===== config.mk =====
export PLATFORM = sky130hd
export DESIGN_NAME = telnet_iac_option_filter
export DESIGN_NICKNAME = d
export VERILOG_FILES = /design/src/rtl/tiof_pkg.sv /design/src/rtl/tiof_ram.sv /design/src/rtl/tiof_outbuf.sv /design/src/rtl/telnet_iac_option_filter.sv
export SDC_FILE = /design/constraint.sdc
export NUM_CORES = 1
export LEC_CHECK = 0
export ABC_AREA = 1
export BUFFER_PORTS_ARGS = -buffer_cell sky130_fd_sc_hd__buf_2
export CAP_MARGIN = 30
export CELL_PAD_IN_SITES_DETAIL_PLACEMENT = 2
export CELL_PAD_IN_SITES_GLOBAL_PLACEMENT = 2
export CORE_MARGIN = 4
export CORE_UTILIZATION = 46
export DETAILED_ROUTE_END_ITERATION = 10
export GPL_ROUTABILITY_DRIVEN = 1
export PLACE_DENSITY_LB_ADDON = 0.1
export SYNTH_ARGS = -nofsm -noshare
export SYNTH_HDL_FRONTEND = slang
export SYNTH_SLANG_ARGS = --single-unit

===== constraint.sdc =====
create_clock -name clk -period 7.1 [get_ports clk]
set_clock_uncertainty 0.05 [all_clocks]
set_input_delay 1.065 -clock clk [delete_from_list [all_inputs] [get_ports clk]]
set_output_delay 1.065 -clock clk [all_outputs]
set_load 0.1 [all_outputs]

===== src/rtl/tiof_pkg.sv =====
// Types and constants of the telnet IAC option filter.
`default_nettype none

package tiof_pkg;

    // Payload count width, fixed by the payload_length field.
    localparam int CNT_W = 7;

    localparam logic [7:0] B_IAC  = 8'd255;
    localparam logic [7:0] B_DONT = 8'd254;
    localparam logic [7:0] B_DO   = 8'd253;
    localparam logic [7:0] B_WONT = 8'd252;
    localparam logic [7:0] B_WILL = 8'd251;
    localparam logic [7:0] B_SB   = 8'd250;
    localparam logic [7:0] B_SE   = 8'd240;

    localparam logic [7:0] OPT_COMPRESS2 = 8'd86;
    localparam logic [7:0] OPT_MSDP      = 8'd69;

    localparam logic [2:0] KIND_DATA     = 3'd0;
    localparam logic [2:0] KIND_COMP_ON  = 3'd1;
    localparam logic [2:0] KIND_COMP_OFF = 3'd2;
    localparam logic [2:0] KIND_MSDP_ON  = 3'd3;
    localparam logic [2:0] KIND_MSDP_OFF = 3'd4;
    localparam logic [2:0] KIND_PAYLOAD  = 3'd5;
    localparam logic [2:0] KIND_EMPTY    = 3'd6;

    typedef struct packed {
        logic [2:0]       kind;
        logic [7:0]       value;
        logic [CNT_W-1:0] length;
        logic             last;
    } res_t;

endpackage

`default_nettype wire


===== src/rtl/tiof_ram.sv =====
// Generic single-write, single-read RAM with registered read data.
`default_nettype none

module tiof_ram #(
    parameter int WIDTH = 8,
    parameter int DEPTH = 64,
    parameter int AW    = (DEPTH > 1) ? $clog2(DEPTH) : 1
) (
    input  wire logic             clk,
    input  wire logic             we,
    input  wire logic [AW-1:0]    waddr,
    input  wire logic [WIDTH-1:0] wdata,
    input  wire logic             re,
    input  wire logic [AW-1:0]    raddr,
    output logic      [WIDTH-1:0] rdata
);

    logic [WIDTH-1:0] mem_reg [DEPTH];
    logic [WIDTH-1:0] rdata_reg;

    always_ff @(posedge clk)
    begin
        if (we)
        begin
            mem_reg[waddr] <= wdata;
        end
        if (re)
        begin
            rdata_reg <= mem_reg[raddr];
        end
    end

    assign rdata = rdata_reg;

endmodule

`default_nettype wire


===== src/rtl/tiof_outbuf.sv =====
// Output register with a skid stage for the result channel.
`default_nettype none

module tiof_outbuf (
    input  wire logic           clk,
    input  wire logic           rst_n,
    input  wire logic           up_valid,
    input  wire tiof_pkg::res_t up_data,
    output logic                up_ready,
    output logic                out_valid,
    input  wire logic           out_stall,
    output tiof_pkg::res_t      out_data
);

    logic           main_valid_reg;
    logic           skid_valid_reg;
    tiof_pkg::res_t main_reg;
    tiof_pkg::res_t skid_reg;
    logic           main_take;

    assign up_ready  = !skid_valid_reg;
    assign main_take = main_valid_reg && !out_stall;

    always_ff @(posedge clk or negedge rst_n)
    begin
        if (!rst_n)
        begin
            main_valid_reg <= 1'b0;
            skid_valid_reg <= 1'b0;
        end
        else if (up_valid && up_ready)
        begin
            if (!main_valid_reg || main_take)
            begin
                main_valid_reg <= 1'b1;
            end
            else
            begin
                skid_valid_reg <= 1'b1;
            end
        end
        else if (main_take)
        begin
            if (skid_valid_reg)
            begin
                skid_valid_reg <= 1'b0;
            end
            else
            begin
                main_valid_reg <= 1'b0;
            end
        end
    end

    always_ff @(posedge clk)
    begin
        if (up_valid && up_ready)
        begin
            if (!main_valid_reg || main_take)
            begin
                main_reg <= up_data;
            end
            else
            begin
                skid_reg <= up_data;
            end
        end
        else if (main_take && skid_valid_reg)
        begin
            main_reg <= skid_reg;
        end
    end

    assign out_valid = main_valid_reg;
    assign out_data  = main_reg;

endmodule

`default_nettype wire


===== src/rtl/telnet_iac_option_filter.sv =====
// Telnet receive filter top level: IAC parser, payload RAM and replay sequencer.
//
// One received byte is taken per cycle while in_stall is low, for data, commands and option
// bytes; each gives at most one item. IAC SE closing an MSDP subnegotiation with N stored
// bytes (N from 1 to PAYLOAD_MAX) holds in_stall high until the last byte has been replayed,
// including every cycle that out_stall holds back a replayed byte; the payload RAM's single
// read port replays one byte per cycle unless out_stall holds it back, from its registered
// read data. An empty payload gives one item at once. Results pass through an output
// register with a skid stage, so in_stall is also high while a second result waits behind a
// stalled one, until the receiver takes the first. Payload storage holds no reset contents;
// only bytes written in the current subnegotiation are ever replayed.
`default_nettype none

module telnet_iac_option_filter #(
    parameter int PAYLOAD_MAX = 64
) (
    input  wire logic                       clk,
    input  wire logic                       rst_n,
    input  wire logic                       in_valid,
    output logic                            in_stall,
    input  wire logic [7:0]                 in_byte,
    output logic                            out_valid,
    input  wire logic                       out_stall,
    output logic [2:0]                      kind,
    output logic [7:0]                      out_value,
    output logic [tiof_pkg::CNT_W-1:0]      payload_length,
    output logic                            last
);

    localparam int AW    = (PAYLOAD_MAX > 1) ? $clog2(PAYLOAD_MAX) : 1;
    localparam int CNT_W = tiof_pkg::CNT_W;

    typedef enum logic [2:0] {
        ST_DATA,
        ST_IAC,
        ST_NEG,
        ST_SBOPT,
        ST_SBDATA,
        ST_SBIAC
    } state_t;

    state_t             st_reg, st_next;
    logic               neg_act_reg, neg_act_next;   // DO or DONT pending
    logic               neg_off_reg, neg_off_next;   // DONT pending
    logic               msdp_reg, msdp_next;         // subnegotiation is for MSDP
    logic [CNT_W-1:0]   cnt_reg, cnt_next;

    logic               rep_active_reg, rep_active_next;
    logic [CNT_W-1:0]   rep_len_reg, rep_len_next;
    logic [CNT_W-1:0]   rep_cnt_reg, rep_cnt_next;
    logic               pend_reg, pend_next;
    logic               pend_last_reg, pend_last_next;

    logic               acc;
    logic               wr_en;
    logic               push_p;
    logic               rep_start;
    logic               can_issue;
    logic               buf_ready;
    logic [7:0]         rd_data;
    tiof_pkg::res_t     res_p;
    tiof_pkg::res_t     res_r;
    tiof_pkg::res_t     up_data;
    tiof_pkg::res_t     out_data;

    assign in_stall = rep_active_reg || !buf_ready;
    assign acc      = in_valid && !in_stall;

    // Parser
    always_comb
    begin
        st_next      = st_reg;
        neg_act_next = neg_act_reg;
        neg_off_next = neg_off_reg;
        msdp_next    = msdp_reg;
        cnt_next     = cnt_reg;
        wr_en        = 1'b0;
        push_p       = 1'b0;
        rep_start    = 1'b0;
        res_p.kind   = tiof_pkg::KIND_DATA;
        res_p.value  = in_byte;
        res_p.length = '0;
        res_p.last   = 1'b1;

        if (acc)
        begin
            unique case (st_reg)
                ST_DATA:
                begin
                    if (in_byte == tiof_pkg::B_IAC)
                    begin
                        st_next = ST_IAC;
                    end
                    else
                    begin
                        push_p = 1'b1;
                    end
                end
                ST_IAC:
                begin
                    if (in_byte == tiof_pkg::B_IAC)
                    begin
                        push_p  = 1'b1;
                        st_next = ST_DATA;
                    end
                    else if (in_byte == tiof_pkg::B_DO || in_byte == tiof_pkg::B_DONT ||
                             in_byte == tiof_pkg::B_WILL || in_byte == tiof_pkg::B_WONT)
                    begin
                        neg_act_next = (in_byte == tiof_pkg::B_DO) ||
                                       (in_byte == tiof_pkg::B_DONT);
                        neg_off_next = (in_byte == tiof_pkg::B_DONT);
                        st_next      = ST_NEG;
                    end
                    else if (in_byte == tiof_pkg::B_SB)
                    begin
                        msdp_next = 1'b0;
                        cnt_next  = '0;
                        st_next   = ST_SBOPT;
                    end
                    else
                    begin
                        st_next = ST_DATA;
                    end
                end
                ST_NEG:
                begin
                    res_p.value = '0;
                    if (neg_act_reg && in_byte == tiof_pkg::OPT_COMPRESS2)
                    begin
                        push_p     = 1'b1;
                        res_p.kind = neg_off_reg ? tiof_pkg::KIND_COMP_OFF
                                                 : tiof_pkg::KIND_COMP_ON;
                    end
                    else if (neg_act_reg && in_byte == tiof_pkg::OPT_MSDP)
                    begin
                        push_p     = 1'b1;
                        res_p.kind = neg_off_reg ? tiof_pkg::KIND_MSDP_OFF
                                                 : tiof_pkg::KIND_MSDP_ON;
                    end
                    neg_act_next = 1'b0;
                    neg_off_next = 1'b0;
                    st_next      = ST_DATA;
                end
                ST_SBOPT:
                begin
                    msdp_next = (in_byte == tiof_pkg::OPT_MSDP);
                    cnt_next  = '0;
                    st_next   = ST_SBDATA;
                end
                ST_SBDATA:
                begin
                    if (in_byte == tiof_pkg::B_IAC)
                    begin
                        st_next = ST_SBIAC;
                    end
                    else if (msdp_reg && cnt_reg < CNT_W'(PAYLOAD_MAX))
                    begin
                        wr_en    = 1'b1;
                        cnt_next = cnt_reg + CNT_W'(1);
                    end
                end
                ST_SBIAC:
                begin
                    if (in_byte == tiof_pkg::B_SE)
                    begin
                        if (msdp_reg)
                        begin
                            if (cnt_reg == '0)
                            begin
                                push_p      = 1'b1;
                                res_p.kind  = tiof_pkg::KIND_EMPTY;
                                res_p.value = '0;
                            end
                            else
                            begin
                                rep_start = 1'b1;
                            end
                        end
                        msdp_next = 1'b0;
                        cnt_next  = '0;
                        st_next   = ST_DATA;
                    end
                    else
                    begin
                        // escaped IAC is stored as 255, anything else is dropped
                        if (in_byte == tiof_pkg::B_IAC && msdp_reg &&
                            cnt_reg < CNT_W'(PAYLOAD_MAX))
                        begin
                            wr_en    = 1'b1;
                            cnt_next = cnt_reg + CNT_W'(1);
                        end
                        st_next = ST_SBDATA;
                    end
                end
                default:
                begin
                    st_next = ST_DATA;
                end
            endcase
        end
    end

    // Replay sequencer: one RAM read per cycle unless stalled; pushed from registered rdata
    assign can_issue = rep_active_reg && (rep_cnt_reg != rep_len_reg) &&
                       (!pend_reg || buf_ready);

    always_comb
    begin
        rep_active_next = rep_active_reg;
        rep_len_next    = rep_len_reg;
        rep_cnt_next    = rep_cnt_reg;
        pend_next       = pend_reg;
        pend_last_next  = pend_last_reg;

        if (rep_start)
        begin
            rep_active_next = 1'b1;
            rep_len_next    = cnt_reg;
            rep_cnt_next    = '0;
            pend_next       = 1'b0;
        end
        else
        begin
            if (pend_reg && buf_ready)
            begin
                pend_next = 1'b0;
                if (pend_last_reg)
                begin
                    rep_active_next = 1'b0;
                end
            end
            if (can_issue)
            begin
                pend_next      = 1'b1;
                pend_last_next = (rep_cnt_reg + CNT_W'(1) == rep_len_reg);
                rep_cnt_next   = rep_cnt_reg + CNT_W'(1);
            end
        end
    end

    always_ff @(posedge clk or negedge rst_n)
    begin
        if (!rst_n)
        begin
            st_reg         <= ST_DATA;
            neg_act_reg    <= 1'b0;
            neg_off_reg    <= 1'b0;
            msdp_reg       <= 1'b0;
            cnt_reg        <= '0;
            rep_active_reg <= 1'b0;
            rep_len_reg    <= '0;
            rep_cnt_reg    <= '0;
            pend_reg       <= 1'b0;
            pend_last_reg  <= 1'b0;
        end
        else
        begin
            st_reg         <= st_next;
            neg_act_reg    <= neg_act_next;
            neg_off_reg    <= neg_off_next;
            msdp_reg       <= msdp_next;
            cnt_reg        <= cnt_next;
            rep_active_reg <= rep_active_next;
            rep_len_reg    <= rep_len_next;
            rep_cnt_reg    <= rep_cnt_next;
            pend_reg       <= pend_next;
            pend_last_reg  <= pend_last_next;
        end
    end

    tiof_ram #(
        .WIDTH (8),
        .DEPTH (PAYLOAD_MAX),
        .AW    (AW)
    ) u_ram (
        .clk   (clk),
        .we    (wr_en),
        .waddr (cnt_reg[AW-1:0]),
        .wdata (in_byte),
        .re    (can_issue),
        .raddr (rep_cnt_reg[AW-1:0]),
        .rdata (rd_data)
    );

    always_comb
    begin
        res_r.kind   = tiof_pkg::KIND_PAYLOAD;
        res_r.value  = rd_data;
        res_r.length = rep_len_reg;
        res_r.last   = pend_last_reg;
    end

    // input is stalled during replay, so the two sources never push together
    assign up_data = pend_reg ? res_r : res_p;

    tiof_outbuf u_outbuf (
        .clk       (clk),
        .rst_n     (rst_n),
        .up_valid  (push_p || pend_reg),
        .up_data   (up_data),
        .up_ready  (buf_ready),
        .out_valid (out_valid),
        .out_stall (out_stall),
        .out_data  (out_data)
    );

    assign kind           = out_data.kind;
    assign out_value      = out_data.value;
    assign payload_length = out_data.length;
    assign last           = out_data.last;

endmodule

`default_nettype wire


* Yosys cells after proc, flatten, opt, wreduce, memory -nomap -nowiden *
Memory sizes are Yosys's and may differ from the RTL's. A register that Yosys moved wholly into a read port is not among the register bits.
Cells that the tools add are included.

word-level totals
  register bits = 70
  memory bits (writable) = 512
  bits of input ports = 12
  output and inout bits = 21
  logic and storage cells = 176
  memories kept = 1

memories
  name           depth  bits a word  read ports  clocked after memory_dff  write ports  line            text
  u_ram.mem_reg  64     8            1           1                         1            tiof_ram.sv:18  logic [WIDTH-1:0] mem_reg [DEPTH];

cells by class
  add/sub/neg operators = 2
  magnitude comparators = 1
  equality and inequality tests = 29
  muxes and demuxes = 76
  bitwise gates (word level) = 2
  reductions and logical operators = 45

operator list
  operator                                             count
  two-way mux 19 bit                                   4
  two-way mux 7 bit                                    9
  equality test 8 bit, second input constant           7
  two-way mux 11 bit                                   4
  two-way mux 1 bit                                    41
  one-hot mux 7 bit (4 select lines)                   1
  != test 2 bit, second input constant                 12
  one-hot mux 11 bit (2 select lines)                  1
  two-way mux 3 bit                                    6
  equality test 8 x 7 -> 1 bit, second input constant  2
  one-hot mux 3 bit (5 select lines)                   1
  adder 7 x 1 -> 7 bit, second input constant          2
  logical AND 1 bit                                    12
  nonzero test 2 bit                                   6
  AND reduction 2 bit                                  5
  two-way mux 2 bit                                    4
  AND reduction 8 bit                                  1
  equality test 7 bit                                  1
  zero test 7 bit                                      1
  logical OR 1 bit                                     7
  < comparator 7 bit, second input constant            1
  != test 7 bit                                        1
  equality test 3 x 2 -> 1 bit, second input constant  2
  equality test 3 bit, second input constant           2
  13 further kinds                                     22

* Logic depth before layout (Yosys ltp) *
Gate-level depths: netlist of the first run.

  word-level depth = 10
  gate-level depth with buffers = 12
  gate-level depth less buffers = 11

* By module *
Synthesis of the first run repeated with hierarchy kept, for this count alone.

unflattened totals
  cell total of the unflattened synthesis = 2333
  area total of the unflattened synthesis = 25450.7 sq um

modules (own cells, without submodules)
  module                    instances  cells each  area each (sq um)  sequential area each (sq um)
  tiof_ram                  1          1821        21395.5            15615.0
  telnet_iac_option_filter  1          396         2543.7             750.7
  tiof_outbuf               1          116         1511.4             1191.1

* Least setup slack after synthesis of the first run *
OpenSTA, ideal clock, no wires.

  path type = input port to flip-flop
  start point = input in_byte[3]
  end point = register u_outbuf.main_reg, in the netlist u_outbuf.out_data[0] (enable)
  library setup time = 0.376 ns
  data arrival time = 2.388 ns
  required time = 6.674 ns
  path slack = 4.286 ns
  cell stages on the path = 12
  buffers on the path = 1
  cell sequence = inv_2 -> nand2_1 -> nor2_1 -> nand3_1 -> nand2_1 -> nand2_1 -> nand3_2 -> nand2_2 -> nand2_2 -> buf_6 -> nand2_1 -> nand2_1

between the ends
  cells in the longest elaborated chain, start to end = 10
  elaborated cells on any way between the ends = 18
  those cells by class = 5 x eq/ne; 7 x mux; 6 x reduce/logical

RTL lines
  what                                                                         line                             text
  from (decl)                                                                  telnet_iac_option_filter.sv:21   input wire logic [7:0] in_byte,
  equality test 8 x 7 -> 1 bit                                                 telnet_iac_option_filter.sv:134  else if (neg_act_reg && in_byte == tiof_pkg::OPT_MSDP)
  logical AND 1 bit                                                            telnet_iac_option_filter.sv:134
  two-way mux 1 bit                                                            telnet_iac_option_filter.sv:134
  two-way mux 1 bit                                                            telnet_iac_option_filter.sv:128  if (neg_act_reg && in_byte == tiof_pkg::OPT_COMPRESS2)
  one-hot mux 1 bit (4 select lines) *                                         telnet_iac_option_filter.sv:87   unique case (st_reg)
  two-way mux 1 bit *                                                          telnet_iac_option_filter.sv:85   if (acc)
  logical OR 1 bit *                                                           telnet_iac_option_filter.sv:299  .up_valid (push_p || pend_reg),
  logical AND 1 bit *                                                          tiof_outbuf.sv:57                if (up_valid && up_ready)
  != test 2 bit (no source line) / nonzero test 2 bit (equally long branches)  n/a
  AND reduction 2 bit (no source line) *                                       n/a
  to (signal assigned)                                                         tiof_outbuf.sv:61                main_reg <= up_data;
  to (signal assigned)                                                         tiof_outbuf.sv:70                main_reg <= skid_reg;
  to (decl)                                                                    tiof_outbuf.sv:17                tiof_pkg::res_t main_reg;

Mark *: on every way between the ends. The rest lies on a longest branch, timed or not.
A chain may end at the register's enable or synchronous reset.

* Final worst setup path of the first run *
  start point = input in_byte[1]
  end point = register u_outbuf.main_reg, in the netlist u_outbuf.out_data[15] (enable)

Same word-level chain as after synthesis.

==> impl_results.rst, run 1 <==
.. list-table::
   :header-rows: 1

   * - Metric
     - Value
   * - Outcome
     - complete, no violations
   * - Seq/Total Area, Yosys
     - 69.8%
   * - Power density over the cells
     - 422 nW/um2
   * - Largest fanout on the critical path
     - 44
   * - Top library cells by usage in the layout, fill and taps aside
     - sky130_fd_sc_hd__nand2_1 (794), sky130_fd_sc_hd__edfxtp_1 (558), sky130_fd_sc_hd__nand3_1 (492), sky130_fd_sc_hd__nor2_1 (96), sky130_fd_sc_hd__clkbuf_16 (69)
   * - Dpl hpwl
     - 54000 um
   * - Number of gates given a new drive strength after cts
     - 0
   * - Clock-pin slew reported for the worst setup and hold paths after clock tree synthesis
     - 60 ps
   * - Number of rows in the core area
     - 85
   * - Arr. time, crit path
     - 4470 ps
   * - Final period utilization
     - 60.6%
   * - Number of DRC violations after detailed routing
     - 0
   * - Max Transition Viols Final
     - 0
   * - Detailed route wirelength on metal2
     - 42900 um
   * - Max transition margin
     - 30.5%
   * - Cell type with the highest aggregate area in the netlist
     - sky130_fd_sc_hd__edfxtp_1
   * - Kind of path behind the tightest hold check
     - reg2reg
   * - Setup repair after global routing missed its margin
     - no
   * - Total Wirelength
     - 86300 um
   * - Die height
     - 242 um
   * - Io pins
     - 33
   * - Most common library cell in the layout ignoring fill and taps
     - sky130_fd_sc_hd__nand2_1
   * - Routed wirelength normalized by instance count
     - 28.5 um
   * - Synthesized area
     - 25100 um2
   * - Die width
     - 242 um
   * - Unique masters post-synth
     - 38
   * - Portion of synthesized cell area occupied by the leading cell type
     - 66.6%
   * - Gate count of the mapped netlist
     - 2273
   * - Setup slack, reg-to-reg
     - 3170 ps
   * - Post-route setup TNS
     - 0 ps
   * - Highest clock frequency the design can meet
     - 233 MHz
   * - Number of antenna violations at the first check in global routing
     - 2
   * - Port bufs
     - 32
   * - Class of the most critical setup path
     - in2reg
   * - Reported leakage power
     - 10.4 nW
   * - Number of instances in the placed design
     - 2906
   * - H-tree lvl count
     - 3
   * - Clock sink total
     - 590
   * - Area Overhead vs Synth
     - 11.4%
   * - Routability congestion estimate from global placement
     - 0.840
   * - Area of the die
     - 58500 um2
   * - Flip-flop count of the largest register after layout
     - 512
   * - Worst Tran Pin Value
     - 1040 ps
   * - Starting utilization of the core area
     - 46.6%
   * - Worst Setup End Kind
     - register
   * - Number of buffers on the longest clock path
     - 3
   * - Metal1 wirelength
     - 35600 um
   * - Ratio of cells with drive above 1 in the final layout
     - 8.98%
   * - Clock buffers created by TritonCTS
     - 66
   * - Core Region
     - 53900 um2
   * - Uppermost metal layer occupied by signal nets
     - met4
   * - Remaining antenna violation count after routing
     - 0
   * - Area contributors post-synth
     - sky130_fd_sc_hd__edfxtp_1 (67%), sky130_fd_sc_hd__nand2_1 (12%), sky130_fd_sc_hd__nand3_1 (9.8%), sky130_fd_sc_hd__dfrtp_1 (3.2%), sky130_fd_sc_hd__buf_2 (1.6%)
   * - Clock root cell
     - sky130_fd_sc_hd__clkbuf_16
   * - Core occupancy in the finished layout
     - 51.9%
   * - Required time at the worst-slack endpoint
     - 7270 ps
   * - Cell repeated most along the worst path
     - sky130_fd_sc_hd__nand2_1
   * - FFs w/ async S/R, synth
     - 5.42%
   * - Worst path max stage delay
     - 690 ps
   * - First-pass GRT wire length
     - 129000 um
   * - Primary FF master, synth
     - sky130_fd_sc_hd__edfxtp_1
   * - Via total after detailed routing
     - 18000
   * - Number of maximum-capacitance violations
     - 0
   * - Post-cts hold buffer count
     - 0
   * - Overflow left after global routing
     - 0
   * - Number of hold violations in the final report
     - 0
   * - Count of yosys warnings during synthesis
     - 0
   * - Number of setup violations in the final report
     - 0
   * - Total power draw
     - 11.8 mW
   * - Via count normalized by instance count
     - 5.94
   * - Pre-antenna DRT Iters
     - 5
   * - EDFF count, synth
     - 558
   * - Setup bufs post-CTS
     - 0
   * - Pin count of the biggest net entering global routing
     - 126
   * - Number of non-filler instances in the completed layout
     - 3026
   * - Number of register bits inferred by synthesis
     - 590
   * - Critical path cell sequence
     - buf_2 -> buf_4 -> nand2_1 -> nor2_1 -> nand2_1 -> nand2_1 -> nand2_1 -> nand3_2 -> nand2_2 -> nand2_2 -> nand2_1 -> nand2_1
   * - Clock insertion delay at the later pin of the skew report
     - 600 ps
   * - Nets@finish
     - 2296
   * - Total length of routed met3 wires
     - 4540 um
   * - Vias in the first global route
     - 19700
   * - CTS tree
     - built
   * - 1st-iter DRT viols
     - 1597
   * - Total routing usage reported by global routing
     - 29.3%
   * - Avg Cell Area, Syn
     - 11.1 um2
   * - Syn nets
     - 2288
   * - Max stage delay cell, worst path
     - sky130_fd_sc_hd__buf_4
   * - Peak supply drop
     - 0.000304 V
   * - Post-layout minimum cycle time
     - 4300 ps
   * - Startpoint type of the worst setup path
     - primary input
-- metal layers --
layer  track usage (%)  up-vias
met5                 0        -
met4              11.8        0
met3              5.01      175
met2              50.0      585
met1              37.4     9310
li1                  -     7893
-- worst paths after layout --
check / cells past startpoint / endpoint / startpoint
max in group asynchronous: 1 / rep_cnt_reg[0] / rst_n
worst min-delay path: 2 / pend_last_reg / pend_last_reg
worst max register to register: 8 / u_ram.rdata[6] / rep_cnt_reg[1]
worst min register to register: 2 / pend_last_reg / pend_last_reg
worst max-delay path: 12 / u_outbuf.out_data[15] / in_byte[1]
min in group asynchronous: 1 / u_outbuf.out_valid / rst_n
-- kinds of logic after synthesis --
| logic type | synth area share (%) |
|---|---|
| fa+ha+maj | 0.149 |
| flops | 69.8 |
| simple gates | 25.0 |
| buf+inv | 3.45 |
| compound gates | 0.916 |
| xor+xnor | 0.662 |
-- final cells by class --
class,instances,area (um2)
multi-input combinational,1494,6720
clock buffer,90,1840
sequential,590,17600
inverter,63,249
clock inverter,25,176
timing repair buffer,66,578
tap,696,871
fill,5295,25900
antenna,2,5.00
-- worst max-delay path, delay by kind of cell --
kind	cells	cell delay, ps
buf+inv	2	1160
simple gates	10	2220
-- Yosys cell counts (5+ instances only) --
library cell and number:
sky130_fd_sc_hd__nand2_1 794, sky130_fd_sc_hd__edfxtp_1 558, sky130_fd_sc_hd__nand3_1 492, sky130_fd_sc_hd__nor2_1 96, sky130_fd_sc_hd__buf_2 79, sky130_fd_sc_hd__inv_1 45
sky130_fd_sc_hd__dfrtp_1 32, sky130_fd_sc_hd__clkbuf_1 26, sky130_fd_sc_hd__o21ai_0 24, sky130_fd_sc_hd__inv_2 14, sky130_fd_sc_hd__buf_1 13, sky130_fd_sc_hd__xor2_1 13
sky130_fd_sc_hd__nand3_2 7, sky130_fd_sc_hd__nand4_4 7, sky130_fd_sc_hd__a21oi_1 6, sky130_fd_sc_hd__nor3_1 6, sky130_fd_sc_hd__xnor2_1 6, sky130_fd_sc_hd__nor2_2 5
sky130_fd_sc_hd__o31ai_1 5
-- metrics by stage --
step / setup WS (ps) / hold slack, ps / area (um2)
5_1_grt: 2470 / 508 / 28000
2_1_floorplan: 4290 / 399 / 25100
3_3_place_gp: 2390 / 420 / 25700
6_report: 2800 / 453 / 28000
4_1_cts: 2790 / 458 / 27900
3_5_place_dp: 2150 / 442 / 25900
-- power by group --
group | total [mW] | leakage (nW) | internal [mW] | switching (mW)
clock network | 3.28 | 0.984 | 1.88 | 1.40
logic | 4.22 | 3.94 | 0.958 | 3.26
registers | 4.32 | 5.45 | 4.05 | 0.263
No activity file was read; power rests on OpenSTA's default activity.
==> inputs of run 2 (changes only) <==
Settings changed: CORE_UTILIZATION 46 to 39.
Clock period 7.1 ns to 3.73 ns, I/O delays scaled along.
==> run 2 against run 1 <==
Critical path depth down 5. Core utilization decreased by 7.3 points. Power grew 89%. Clock power is 88% higher. First-iteration DRC count fell by 17%. Hold slack got worse by 420 ps. Sequential cell count did not move. Die area grew 17%. Setup slack got worse by 2200 ps. Largest cell class unchanged. Highest routed layer unchanged.
==> impl_results.rst, run 2 (synthesis results as in run 1) <==
.. list-table::
   :header-rows: 1

   * - Metric
     - Value
   * - Pre-antenna DRT Iters
     - 6 (+1)
   * - First-pass GRT wire length
     - 123000 um (-4.6%)
   * - Required time at the worst-slack endpoint
     - 3910 ps (-3360 ps)
   * - Number of buffers on the longest clock path
     - 3 (unchanged)
   * - Startpoint type of the worst setup path
     - register
   * - Hold Slack
     - 31.2 ps (-422 ps)
   * - Die width
     - 262 um (+8.3%)
   * - Nets@finish
     - 2322 (+1.1%)
   * - Total routing usage reported by global routing
     - 24.2% (-5.1 points)
   * - Area Overhead vs Synth
     - 12.5%
   * - Io pins
     - 33 (unchanged)
   * - Clock-pin slew reported for the worst setup and hold paths after clock tree synthesis
     - 60 ps (about the same)
   * - 1st-iter DRT viols
     - 1329 (-17%)
   * - Via total after detailed routing
     - 17500 (-2.6%)
   * - Post-route setup slack
     - 575 ps (-2220 ps)
   * - Starting utilization of the core area
     - 39.6% (-7.0 points)
   * - Arr. time, crit path
     - 3340 ps (-1130 ps)
   * - Peak supply drop
     - 0.000449 V (+48%)
   * - Highest clock frequency the design can meet
     - 317 MHz
   * - Clock sink total
     - 590 (unchanged)
   * - Clock buffers created by TritonCTS
     - 68 (+3.0%)
   * - Power density over the cells
     - 789 nW/um2 (+87%)
   * - Number of gates given a new drive strength after cts
     - 0 (unchanged)
   * - Number of hold violations in the final report
     - 0 (unchanged)
   * - H-tree lvl count
     - 3 (unchanged)
   * - Dpl hpwl
     - 51600 um (-4.5%)
   * - CTS tree
     - built
   * - Pin count of the biggest net entering global routing
     - 158 (+25%)
   * - Layout fillers
     - 6411 (+21%)
   * - Post-route setup TNS
     - 0 ps (unchanged)
   * - Core Region
     - 63400 um2 (+18%)
   * - Number of maximum-capacitance violations
     - 0 (unchanged)
   * - Area occupied by multi-input gates
     - 6720 um2 (unchanged)
   * - Max transition margin
     - 29.2% (-1.3 points)
   * - Vias in the first global route
     - 19100 (-3.2%)
   * - Routed wirelength normalized by instance count
     - 25.9 um (-9.3%)
   * - Number of rows in the core area
     - 92 (+8.2%)
   * - Diode insertion count for antenna repair
     - 0 (-2)
   * - Post-cts hold buffer count
     - 0 (unchanged)
   * - Number of instances in the placed design
     - 3083 (+6.1%)
   * - Number of setup violations in the final report
     - 0 (unchanged)
   * - Number of DRC violations after detailed routing
     - 0 (unchanged)
   * - Worst Tran Pin Value
     - 1060 ps (+19.7 ps)
   * - Overflow left after global routing
     - 0 (unchanged)
   * - Seq. cell area
     - 17600 um2 (unchanged)
   * - Max Transition Viols Final
     - 0 (unchanged)
   * - Worst Setup End Kind
     - register
   * - Clock root cell
     - sky130_fd_sc_hd__clkbuf_16
   * - Via count normalized by instance count
     - 5.47 (-7.9%)
   * - Class of the most critical setup path
     - reg2reg
   * - Remaining antenna violation count after routing
     - 0 (unchanged)
   * - Most common library cell in the layout ignoring fill and taps
     - sky130_fd_sc_hd__nand2_1
   * - Number of non-filler instances in the completed layout
     - 3200 (+5.8%)
   * - Setup slack, reg-to-reg
     - 570 ps (-2600 ps)
   * - Setup repair after global routing missed its margin
     - no
   * - Final period utilization
     - 84.6%
   * - Number of antenna violations at the first check in global routing
     - 2 (unchanged)
   * - Setup bufs post-CTS
     - 0 (unchanged)
   * - Die height
     - 262 um (+8.3%)
   * - Routability congestion estimate from global placement
     - 0.798 (-5.1%)
   * - Clock insertion delay at the later pin of the skew report
     - 620 ps (+20 ps)
   * - Port bufs
     - 32 (unchanged)
   * - Core occupancy in the finished layout
     - 44.6% (-7.3 points)
   * - Post-layout minimum cycle time
     - 3160 ps
   * - Largest fanout on the critical path
     - 8 (-82%)
   * - Post-placement worst setup slack
     - 124 ps (-2030 ps)
   * - Area of the die
     - 68600 um2 (+17%)
   * - Ratio of cells with drive above 1 in the final layout
     - 9.77% (+0.79 points)
   * - Outcome
     - complete, no violations
   * - Flip-flop count of the largest register after layout
     - 512 (unchanged)
   * - Kind of path behind the tightest hold check
     - in2async
   * - Top library cells by usage in the layout, fill and taps aside
     - sky130_fd_sc_hd__nand2_1 (794), sky130_fd_sc_hd__edfxtp_1 (558), sky130_fd_sc_hd__nand3_1 (492), sky130_fd_sc_hd__nor2_1 (96), sky130_fd_sc_hd__clkbuf_16 (71)
   * - Reported leakage power
     - 10.5 nW (+0.86%)
   * - Total Wirelength
     - 82800 um (-4.1%)
## run 2: area by class of cell
type,count,area share [%]
multi-input combinational,1494,23.8
tap,846,3.74
sequential,590,62.1
clock buffer,90,6.54
clock inverter,27,0.540
inverter,63,0.890
timing repair buffer,90,2.40
## run 2: power breakdown
group,switching [mW],internal [mW]
combinational,6.21,1.87
sequential,0.331,7.72
clock,2.63,3.54
## run 2: final timing paths
path	start	end	cells after the start
setup / recovery	st_reg[1]	u_ram.mem_reg[6][7]	7
hold / removal	rst_n	neg_act_reg	1
setup reg to reg	st_reg[1]	u_ram.mem_reg[6][7]	7
hold reg to reg	pend_last_reg	pend_last_reg	2
max in group asynchronous	rst_n	rep_cnt_reg[1]	1
min in group clk	out_stall	u_outbuf.out_valid	3
## run 2: per-stage QoR
step	cell area, um2	total power [mW]
6_report	28300	22.3
5_1_grt	28300	23.4
4_1_cts	28300	22.5
3_5_place_dp	26300	16.2
3_3_place_gp	26300	16.0
2_1_floorplan	25100	13.4
## run 2: layer usage
| layer | vias up | part of all wire, % | global-route usage [%] |
|---|---|---|---|
| li1 | 7944 | - | - |
| met1 | 9013 | 44 | 32.3 |
| met2 | 405 | 49 | 41.5 |
| met3 | 131 | 4.4 | 3.36 |
| met4 | 0 | 3.0 | 7.04 |
| met5 | - | 0 | 0 |
## run 2: worst max-delay path, stage by stage, from the launching register on
cell and delay [ps]:
sky130_fd_sc_hd__dfrtp_1 410, sky130_fd_sc_hd__inv_2 120, sky130_fd_sc_hd__nand2_1 90, sky130_fd_sc_hd__nor2_2 200, sky130_fd_sc_hd__inv_2 100, sky130_fd_sc_hd__o21ai_2 590
sky130_fd_sc_hd__nand4_2 520, sky130_fd_sc_hd__nor2_1 710
